<file path="src/sv/kslk_pkg.sv">
package kslk_pkg;

    // Sequencer states.
    typedef enum logic [2:0] {
        ST_IDLE,
        ST_HEAD_REQ,
        ST_HEAD_CHK,
        ST_INS_REQ,
        ST_INS_CHK
    } state_t;

    // One buffered tuple.
    typedef struct packed {
        logic [31:0] ts;
        logic [31:0] payload;
        logic [31:0] delay;
    } entry_t;

endpackage

</file>
<file path="src/sv/k_slack_reorder_buffer_unit.sv">
// A flush releases every buffered tuple in order; a tuple first releases the ripe head entries,
// then is sorted in from the tail past every later entry. The entry memory has a registered read
// port, so each release or sort step passes through a request state and a check state.
// Results appear one at a time; the receiver cannot stall, and a new word is taken only while idle.
// Reset (rst_n low, asynchronous) empties the buffer, clears local time and slack.
module k_slack_reorder_buffer_unit
    import kslk_pkg::*;
#(
    parameter int BUFFER_DEPTH = 16
)
(
    input  logic        clk,
    input  logic        rst_n,
    input  logic        start,
    output logic        busy,
    input  logic        mode,
    input  logic [31:0] in_ts,
    input  logic [31:0] in_payload,
    input  logic        cfg_valid,
    output logic        cfg_ready,
    input  logic [15:0] cfg_data,
    output logic        out_valid,
    output logic [31:0] out_ts,
    output logic [31:0] out_payload,
    output logic [31:0] out_delay,
    output logic        forced,
    output logic        last
);

    localparam int AW = (BUFFER_DEPTH > 1) ? $clog2(BUFFER_DEPTH) : 1;
    localparam int CW = $clog2(BUFFER_DEPTH + 1);

    // Circular index arithmetic modulo the depth.
    function automatic logic [AW-1:0] addr_add(input logic [AW-1:0] base,
                                               input logic [CW-1:0] offs);
        logic [CW:0] sum;
        sum = (CW+1)'(base) + (CW+1)'(offs);
        if (sum >= (CW+1)'(BUFFER_DEPTH))
        begin
            sum = sum - (CW+1)'(BUFFER_DEPTH);
        end
        return sum[AW-1:0];
    endfunction

    entry_t          mem [BUFFER_DEPTH];
    entry_t          rd_reg;
    logic [AW-1:0]   raddr;
    logic            we;
    logic [AW-1:0]   waddr;
    entry_t          wdata;

    state_t          state_reg, state_next;
    logic [AW-1:0]   head_reg, head_next;
    logic [CW-1:0]   count_reg, count_next;
    logic [CW-1:0]   k_reg, k_next;
    logic [31:0]     lt_reg, lt_next;
    logic [15:0]     slack_reg;
    logic            flush_reg, flush_next;
    entry_t          new_reg, new_next;
    logic            pend_valid_reg, pend_valid_next;
    entry_t          pend_reg, pend_next;
    logic            pend_forced_reg, pend_forced_next;
    logic            out_valid_reg, out_valid_next;
    entry_t          out_reg, out_next;
    logic            out_forced_reg, out_forced_next;
    logic            out_last_reg, out_last_next;

    logic            ripe;
    logic            full;
    logic [31:0]     lt_arr;

    // Entry memory with a registered read port.
    always_ff @(posedge clk)
    begin
        if (we)
        begin
            mem[waddr] <= wdata;
        end
        rd_reg <= mem[raddr];
    end

    // Configuration register; writes are always taken.
    assign cfg_ready = 1'b1;

    always_ff @(posedge clk or negedge rst_n)
    begin
        if (!rst_n)
        begin
            slack_reg <= '0;
        end
        else if (cfg_valid)
        begin
            slack_reg <= cfg_data;
        end
    end

    assign ripe = ({1'b0, rd_reg.ts} + {17'b0, slack_reg}) <= {1'b0, lt_reg};
    assign full = (count_reg == CW'(BUFFER_DEPTH));
    assign lt_arr = (in_ts > lt_reg) ? in_ts : lt_reg;

    // Sequencer: releases from the head, then, for a tuple, sorts it in from the tail.
    always_comb
    begin
        state_next       = state_reg;
        head_next        = head_reg;
        count_next       = count_reg;
        k_next           = k_reg;
        lt_next          = lt_reg;
        flush_next       = flush_reg;
        new_next         = new_reg;
        pend_valid_next  = pend_valid_reg;
        pend_next        = pend_reg;
        pend_forced_next = pend_forced_reg;
        out_valid_next   = 1'b0;
        out_next         = out_reg;
        out_forced_next  = out_forced_reg;
        out_last_next    = out_last_reg;
        raddr            = head_reg;
        we               = 1'b0;
        waddr            = addr_add(head_reg, k_reg);
        wdata            = new_reg;
        case (state_reg)
            ST_IDLE:
            begin
                if (start)
                begin
                    flush_next = mode;
                    if (!mode)
                    begin
                        lt_next     = lt_arr;
                        new_next.ts = in_ts;
                        new_next.payload = in_payload;
                        new_next.delay   = lt_arr - in_ts;
                    end
                    state_next = ST_HEAD_REQ;
                end
            end
            ST_HEAD_REQ:
            begin
                raddr      = head_reg;
                state_next = ST_HEAD_CHK;
            end
            ST_HEAD_CHK:
            begin
                if (count_reg != '0 && (flush_reg || ripe || full))
                begin
                    // Show the previous release; it is not the last one.
                    if (pend_valid_reg)
                    begin
                        out_valid_next  = 1'b1;
                        out_next        = pend_reg;
                        out_forced_next = pend_forced_reg;
                        out_last_next   = 1'b0;
                    end
                    pend_valid_next  = 1'b1;
                    pend_next        = rd_reg;
                    pend_forced_next = !flush_reg && !ripe;
                    head_next        = addr_add(head_reg, CW'(1));
                    count_next       = count_reg - CW'(1);
                    state_next       = ST_HEAD_REQ;
                end
                else
                begin
                    if (pend_valid_reg)
                    begin
                        out_valid_next  = 1'b1;
                        out_next        = pend_reg;
                        out_forced_next = pend_forced_reg;
                        out_last_next   = 1'b1;
                    end
                    pend_valid_next = 1'b0;
                    k_next          = count_reg;
                    state_next      = flush_reg ? ST_IDLE : ST_INS_REQ;
                end
            end
            ST_INS_REQ:
            begin
                raddr = addr_add(head_reg, k_reg - CW'(1));
                if (k_reg == '0)
                begin
                    we         = 1'b1;
                    count_next = count_reg + CW'(1);
                    state_next = ST_IDLE;
                end
                else
                begin
                    state_next = ST_INS_CHK;
                end
            end
            ST_INS_CHK:
            begin
                we = 1'b1;
                if (rd_reg.ts > new_reg.ts)
                begin
                    // Move the later entry one place towards the tail.
                    wdata      = rd_reg;
                    k_next     = k_reg - CW'(1);
                    state_next = ST_INS_REQ;
                end
                else
                begin
                    count_next = count_reg + CW'(1);
                    state_next = ST_IDLE;
                end
            end
            default:
            begin
                state_next = ST_IDLE;
            end
        endcase
    end

    // Control registers.
    always_ff @(posedge clk or negedge rst_n)
    begin
        if (!rst_n)
        begin
            state_reg      <= ST_IDLE;
            head_reg       <= '0;
            count_reg      <= '0;
            k_reg          <= '0;
            lt_reg         <= '0;
            flush_reg      <= 1'b0;
            pend_valid_reg <= 1'b0;
            out_valid_reg  <= 1'b0;
        end
        else
        begin
            state_reg      <= state_next;
            head_reg       <= head_next;
            count_reg      <= count_next;
            k_reg          <= k_next;
            lt_reg         <= lt_next;
            flush_reg      <= flush_next;
            pend_valid_reg <= pend_valid_next;
            out_valid_reg  <= out_valid_next;
        end
    end

    // Payload registers.
    always_ff @(posedge clk)
    begin
        new_reg         <= new_next;
        pend_reg        <= pend_next;
        pend_forced_reg <= pend_forced_next;
        out_reg         <= out_next;
        out_forced_reg  <= out_forced_next;
        out_last_reg    <= out_last_next;
    end

    assign busy        = (state_reg != ST_IDLE);
    assign out_valid   = out_valid_reg;
    assign out_ts      = out_reg.ts;
    assign out_payload = out_reg.payload;
    assign out_delay   = out_reg.delay;
    assign forced      = out_forced_reg;
    assign last        = out_last_reg;

endmodule

</file>
<file path="config.mk">
export PLATFORM = sky130hd
export DESIGN_NAME = k_slack_reorder_buffer_unit
export DESIGN_NICKNAME = d
export VERILOG_FILES = /design/src/sv/kslk_pkg.sv /design/src/sv/k_slack_reorder_buffer_unit.sv
export SDC_FILE = /design/constraint.sdc
export NUM_CORES = 2
export LEC_CHECK = 0
export ABC_CLOCK_PERIOD_IN_PS = 8100
export BUFFER_PORTS_ARGS = -buffer_cell sky130_fd_sc_hd__buf_2
export CORE_UTILIZATION = 29
export CTS_BUF_LIST = sky130_fd_sc_hd__clkbuf_2 sky130_fd_sc_hd__clkbuf_4 sky130_fd_sc_hd__clkbuf_8
export CTS_CLUSTER_SIZE = 12
export DETAILED_ROUTE_END_ITERATION = 6
export SKIP_LAST_GASP = 1
export SYNTH_ARGS = -nofsm -noshare
export SYNTH_HDL_FRONTEND = slang
export SYNTH_SLANG_ARGS = --single-unit
</file>
<file path="constraint.sdc">
create_clock -name clk -period 8.1 [get_ports clk]
set_input_delay 1.62 -clock clk [delete_from_list [all_inputs] [get_ports clk]]
set_output_delay 1.62 -clock clk [all_outputs]
set_load 0.01 [all_outputs]
</file>
# == Word-level counts from Yosys, hierarchy flattened ==
# Memory sizes are Yosys's and may differ from the RTL's. A register that Yosys moved wholly into a read port is not among the register bits.
# Index checks and enable logic that the tools add are counted.
# totals
regBits,359
ram_bits,1536
out_inout_bits,101
wordCells,99
n_memories,1
# memory_table
memory,depth,width,rd,rd_ports_with_merged_regs,write_ports,line_no,rtl
mem,16,96,1,1,1,k_slack_reorder_buffer_unit.sv:45,entry_t mem [BUFFER_DEPTH];
# op_classes
n_addsub,11
n_lt_le_gt_ge,6
eq_ne,11
mux,30
bitwise,1
n_reduce_logical,18
# op_table
operator,n
$mux 96,2
$gt 32x32->1,2
$add 32x16->33,1
$le 33x32->1,1
$mux 32,1
$sub 32x32->32,1
$mux 5,5
$mux 4,4
$pmux 3 s5,1
$pmux 5 s3,1
$add 4x5->6,2
$ge 6x5->1 const B,2
$ne 2x2->1 const B,6
$sub 4x1->4 const B,3
$pmux 5 s2,1
$sub 5x1->5 const B,2
$mux 1,9
$eq 3x2->1 const B,2
$mux 2,3
$mux 3,2
$reduce_and 2->1,3
$reduce_and 3->1,2
$reduce_bool 3->1,2
$add 4x1->5 const B,1
other kinds (15),18

# == Depth between registers and ports, before layout ==
# depth
depth_word,7
mapped_depth,21

# == Least setup slack after synthesis ==
# No wires, ideal clock.
# synth_timing
path_kind,in2reg
startpoint,in start
endpoint,reg lt_reg[1]
setup_ns,0.126
arrival_time_ns,6.655
setup_slack_ns,1.319
path_stages,5
n_path_buf,1
cell_sequence,nand3b_1 > nor2_1 > nand3_4 > buf_8 > mux2i_1
# synth_between
elab_chain_len,1
# synth_rtl
item,line_no,rtl
"start, declared",k_slack_reorder_buffer_unit.sv:14,"input logic start,"
$reduce_and 3->1 (no source line),-,
"end signal, assigned",k_slack_reorder_buffer_unit.sv:233,lt_reg <= lt_next;
"end, declared",k_slack_reorder_buffer_unit.sv:56,"logic [31:0] lt_reg, lt_next;"
# No other way between the ends.
# A chain may end at the register's enable or synchronous reset.

# == Worst setup path in the final report ==
# layout_timing
startpoint,"reg, netlist name rd_reg[64]"
endpoint,reg pend_reg[45] in the netlist's numbering (enable)
# layout_between
elab_chain_len,6
# layout_rtl
item,line_no,rtl
$add 32x16->33,k_slack_reorder_buffer_unit.sv:97,"assign ripe = ({1'b0, rd_reg.ts} + {17'b0, slack_reg}) <= {1'b0, lt_reg};"
$le 33x32->1,k_slack_reorder_buffer_unit.sv:97,
$logic_or 1x1->1 (2 in series),k_slack_reorder_buffer_unit.sv:145,if (count_reg != '0 && (flush_reg || ripe || full))
$logic_and 1x1->1,k_slack_reorder_buffer_unit.sv:145,
$reduce_and 2->1 (no source line),-,
"end signal, assigned",k_slack_reorder_buffer_unit.sv:244,pend_reg <= pend_next;
"end, declared",k_slack_reorder_buffer_unit.sv:61,"entry_t pend_reg, pend_next;"
# No other way between the ends.

==> results.sh <==
export IMPL_relSlewSlack_pct=19.1
export IMPL_hold_ws_ns=0.363
export IMPL_synth_xor_area_share_pct=0.787
export IMPL_synth_area_top_cells="edfxtp_1, mux4_2, ha_1"
export IMPL_outcome="finished clean"
export IMPL_power_switching_uw=11700
export IMPL_largest_register="mem"
export IMPL_firstDrtPassIters=7
export IMPL_ys_seq_area_share_pct=74.2
export IMPL_p_leak_uw=0.0304
export IMPL_wirelength_um=203000
export IMPL_place_congestion=0.846
export IMPL_setup_viol=0
export IMPL_clk_latency_ns=1.02
export IMPL_p_comb_share_pct=34.9
export IMPL_drc=0
export IMPL_synthArstFlopShare_pct=3.42
export IMPL_drv_cap=0
export IMPL_path_buf_inv=3
export IMPL_area_growth_pct=14.9
export IMPL_final_net_count=4782
export IMPL_cts_resized_gates=0
export IMPL_num_vias=40631
export IMPL_grt_pass1_vias=41782
export IMPL_worstMarginPinSlew_ns=1.21
export IMPL_cts_tree="built"
export IMPL_cts_sinks=1991
export IMPL_vias_per_cell=4.87
export IMPL_cts_clk_slew_worst_paths_ns=0.06
export IMPL_seqPwrFrac_pct=40.5
export IMPL_hold_buffers=0
export IMPL_fin_worst_skew_ns=0.0803
export IMPL_grtUsageTotal_pct=14.6
export IMPL_avgSynthCellArea_um2=19.2
export IMPL_total_power_uw=34600
export IMPL_place_ws_ns=1.25
export IMPL_hold_viol_final=0
export IMPL_grt_pass1_wl_um=291000
export IMPL_portBuffers=184
export IMPL_synth_most_common_cell="edfxtp_1"
export IMPL_die_area_um2=274000
export IMPL_synth_fa_ha_area_share_pct=2.59
export IMPL_layout_setup_ws_ns=1.55
export IMPL_critPathTopFamily="simple AND/OR/NAND/NOR gates"
export IMPL_fin_crit_ns=6.55
export IMPL_worst_ep_required_time_ns=8.77
export IMPL_crit_slowest_cell="inv_6"
export IMPL_p_clk_share_pct=24.6
export IMPL_io_pins=186
export IMPL_cp_end_kind="register"
export IMPL_yosys_area_top_type="edfxtp_1"
export IMPL_initial_core_util_pct=29.1
export IMPL_met2_usage_pct=22.8
export IMPL_fmax_ghz=0.153
export IMPL_synth_compound_area_share_pct=4.02
export IMPL_hold_class="reg -> reg"
export IMPL_avgRoutedWirePerCell_um=24.3
export IMPL_dieHeight_um=523
export IMPL_dp_hpwl_um=110000
export IMPL_crit_path_start_kind="register"
export IMPL_ys_ff_latch=1991
export IMPL_drive_above_1_share_pct=27.5
export IMPL_path_cells="ha_1 -> inv_1 -> fa_1 -> nor2b_1 -> o31a_4 -> o21bai_4 -> a31o_4 -> a21oi_1 -> nand2_1 -> nor2_1 -> xor2_1 -> ha_1 -> nand4_1 -> nor4_2 -> nand2_1 -> o221a_2 -> o21a_1 -> or3_1 -> nand2b_4 -> inv_6 -> buf_4"
export IMPL_p_int_uw=22900
export IMPL_ctsHtreeMaxLevel=5
export IMPL_post_cts_setup_buffers=0
export IMPL_grt_busiest_layer="met2"
export IMPL_grt_overflow_total=0
export IMPL_antenna_found_initial=36
export IMPL_rows=191
export IMPL_synth_net_count=4357
export IMPL_ant_nets=0
export IMPL_grt_max_degree=123
export IMPL_ir_drop_v=0.000348
export IMPL_tritoncts_num_buffers=313
export IMPL_largest_reg_flops=1536
export IMPL_rsz0062_at_grt="false"
export IMPL_die_x_um=523
export IMPL_drv_slew=0
export IMPL_syn_area_um2=78900
export IMPL_synth_ff_type="edfxtp_1"
export IMPL_powerDensity_nw_per_um2=382
export IMPL_cpPeakStageDelay_ns=0.61
export IMPL_fin_crit_sh_pct=80.8
export IMPL_yosys_warnings=0
export IMPL_finalSetupTns_ns=0
export IMPL_synth_distinct_cells=94
export IMPL_clockBufferDepth=4
export IMPL_synthesis_instances=4112
export IMPL_synth_top_cell_area_share_pct=69.6
export IMPL_root_buffer="clkbuf_8"
export IMPL_switching_share_pct=33.9
export IMPL_path_class="reg -> reg"
export IMPL_synth_top_cells_by_count="edfxtp_1, mux4_2, nand2_1"
export IMPL_use_met1_pct=20.4
export IMPL_cp_arrival_ns=7.22
export IMPL_synth_simple_gate_area_share_pct=3.56
export IMPL_synth_area_mux_share_pct=13.1
export IMPL_synth_top_family_by_area="multiplexers"
export IMPL_drt_iter0_markers=4075
export IMPL_synth_edf_count=1827
export IMPL_core_area_um2=271000
export IMPL_grtUsageMet3_pct=2.86
export IMPL_path_max_fanout=51
## worst paths after layout
| check | from | endpoint | slack (ns) | depth (start not counted) |
|---|---|---|---|---|
| setup / recovery | rd_reg[64] | pend_reg[45] | 1.55 | 21 |
| hold / removal | pend_reg[82] | out_ts[18] | 0.36 | 0 |
| setup reg to reg | rd_reg[64] | pend_reg[45] | 1.55 | 21 |
| hold reg to reg | pend_reg[82] | out_ts[18] | 0.36 | 0 |
| max in group asynchronous | rst_n | count_reg[3] | 6.47 | 2 |
| min in group asynchronous | rst_n | slack_reg[3] | 0.46 | 1 |
## layer usage
metal | part of all wire, % | vias up
li1 | - | 17410
met1 | 44 | 21404
met2 | 46 | 1488
met3 | 6.9 | 321
met4 | 2.3 | 8
met5 | 0.020 | -
## stage by stage
step,area [um2],std cells,utilization [%]
floorplan,78900,4112,-
global placement,84400,7792,31.2
detailed placement,84400,7792,31.2
CTS,90600,8335,33.5
global route,90600,8342,33.5
finish,90600,8348,33.5
## power groups by stage
stage	logic, uW	registers [uW]	clock network [uW]
5_1_grt	13100	14100	9140
4_1_cts	12200	14000	8690
6_report	12100	14000	8500
3_3_place_gp	12100	14200	0
3_5_place_dp	12200	14200	0
2_1_floorplan	8760	13900	0
## cell type report
type,count,area [um2]
Antenna cell,13,32.5
Sequential cell,1991,58500
Timing Repair Buffer,286,1830
Clock buffer,455,5580
Clock inverter,88,599
Fill cell,25728,180000
Tap cell,3570,4470
Multi-Input combinational cell,1818,19100
Inverter,127,482
## worst register-to-register path, stage by stage (launching register included)
cell and delay (ns):
dfxtp_1 0.49, ha_1 0.23, inv_1 0.06, fa_1 0.41, nor2b_1 0.19, o31a_4 0.18
o21bai_4 0.08, a31o_4 0.29, a21oi_1 0.56, nand2_1 0.17, nor2_1 0.18, xor2_1 0.09
ha_1 0.31, nand4_1 0.19, nor4_2 0.42, nand2_1 0.15, o221a_2 0.27, o21a_1 0.13
or3_1 0.50, nand2b_4 0.26, inv_6 0.61, buf_4 0.46
## placed cells by master, fill, tap and decap left out, types with 17 or more instances in the layout
master    instances
a21oi_1          75
clkinv_1         41
a211oi_1        105
xor2_1           18
ha_1            155
clkbuf_4        109
mux2_2           85
a31oi_1         103
nor2_4           17
dfxtp_1          96
buf_4            92
clkinv_2         28
o21ai_0          65
nand2_1         285
edfxtp_1       1827
nand4_1          24
mux2i_1          67
buf_2           183
xnor2_1          50
mux4_2          382
and2_1          102
dfrtp_1          68
o21a_1           17
a21o_1           35
nor2_1           44
inv_1           126
nand3_1          24
clkbuf_8        346
## cell families (layout without fill, tap and decap cells)
kind of cell	after synthesis	after routing
flops	1991	1991
simple gates	580	580
mux	539	539
compound gates	468	468
buf+inv	303	956
fa+ha+maj	160	160
xor+xnor	70	70
other cells	1	14
Note: power is estimated with default switching activity, not from simulation.
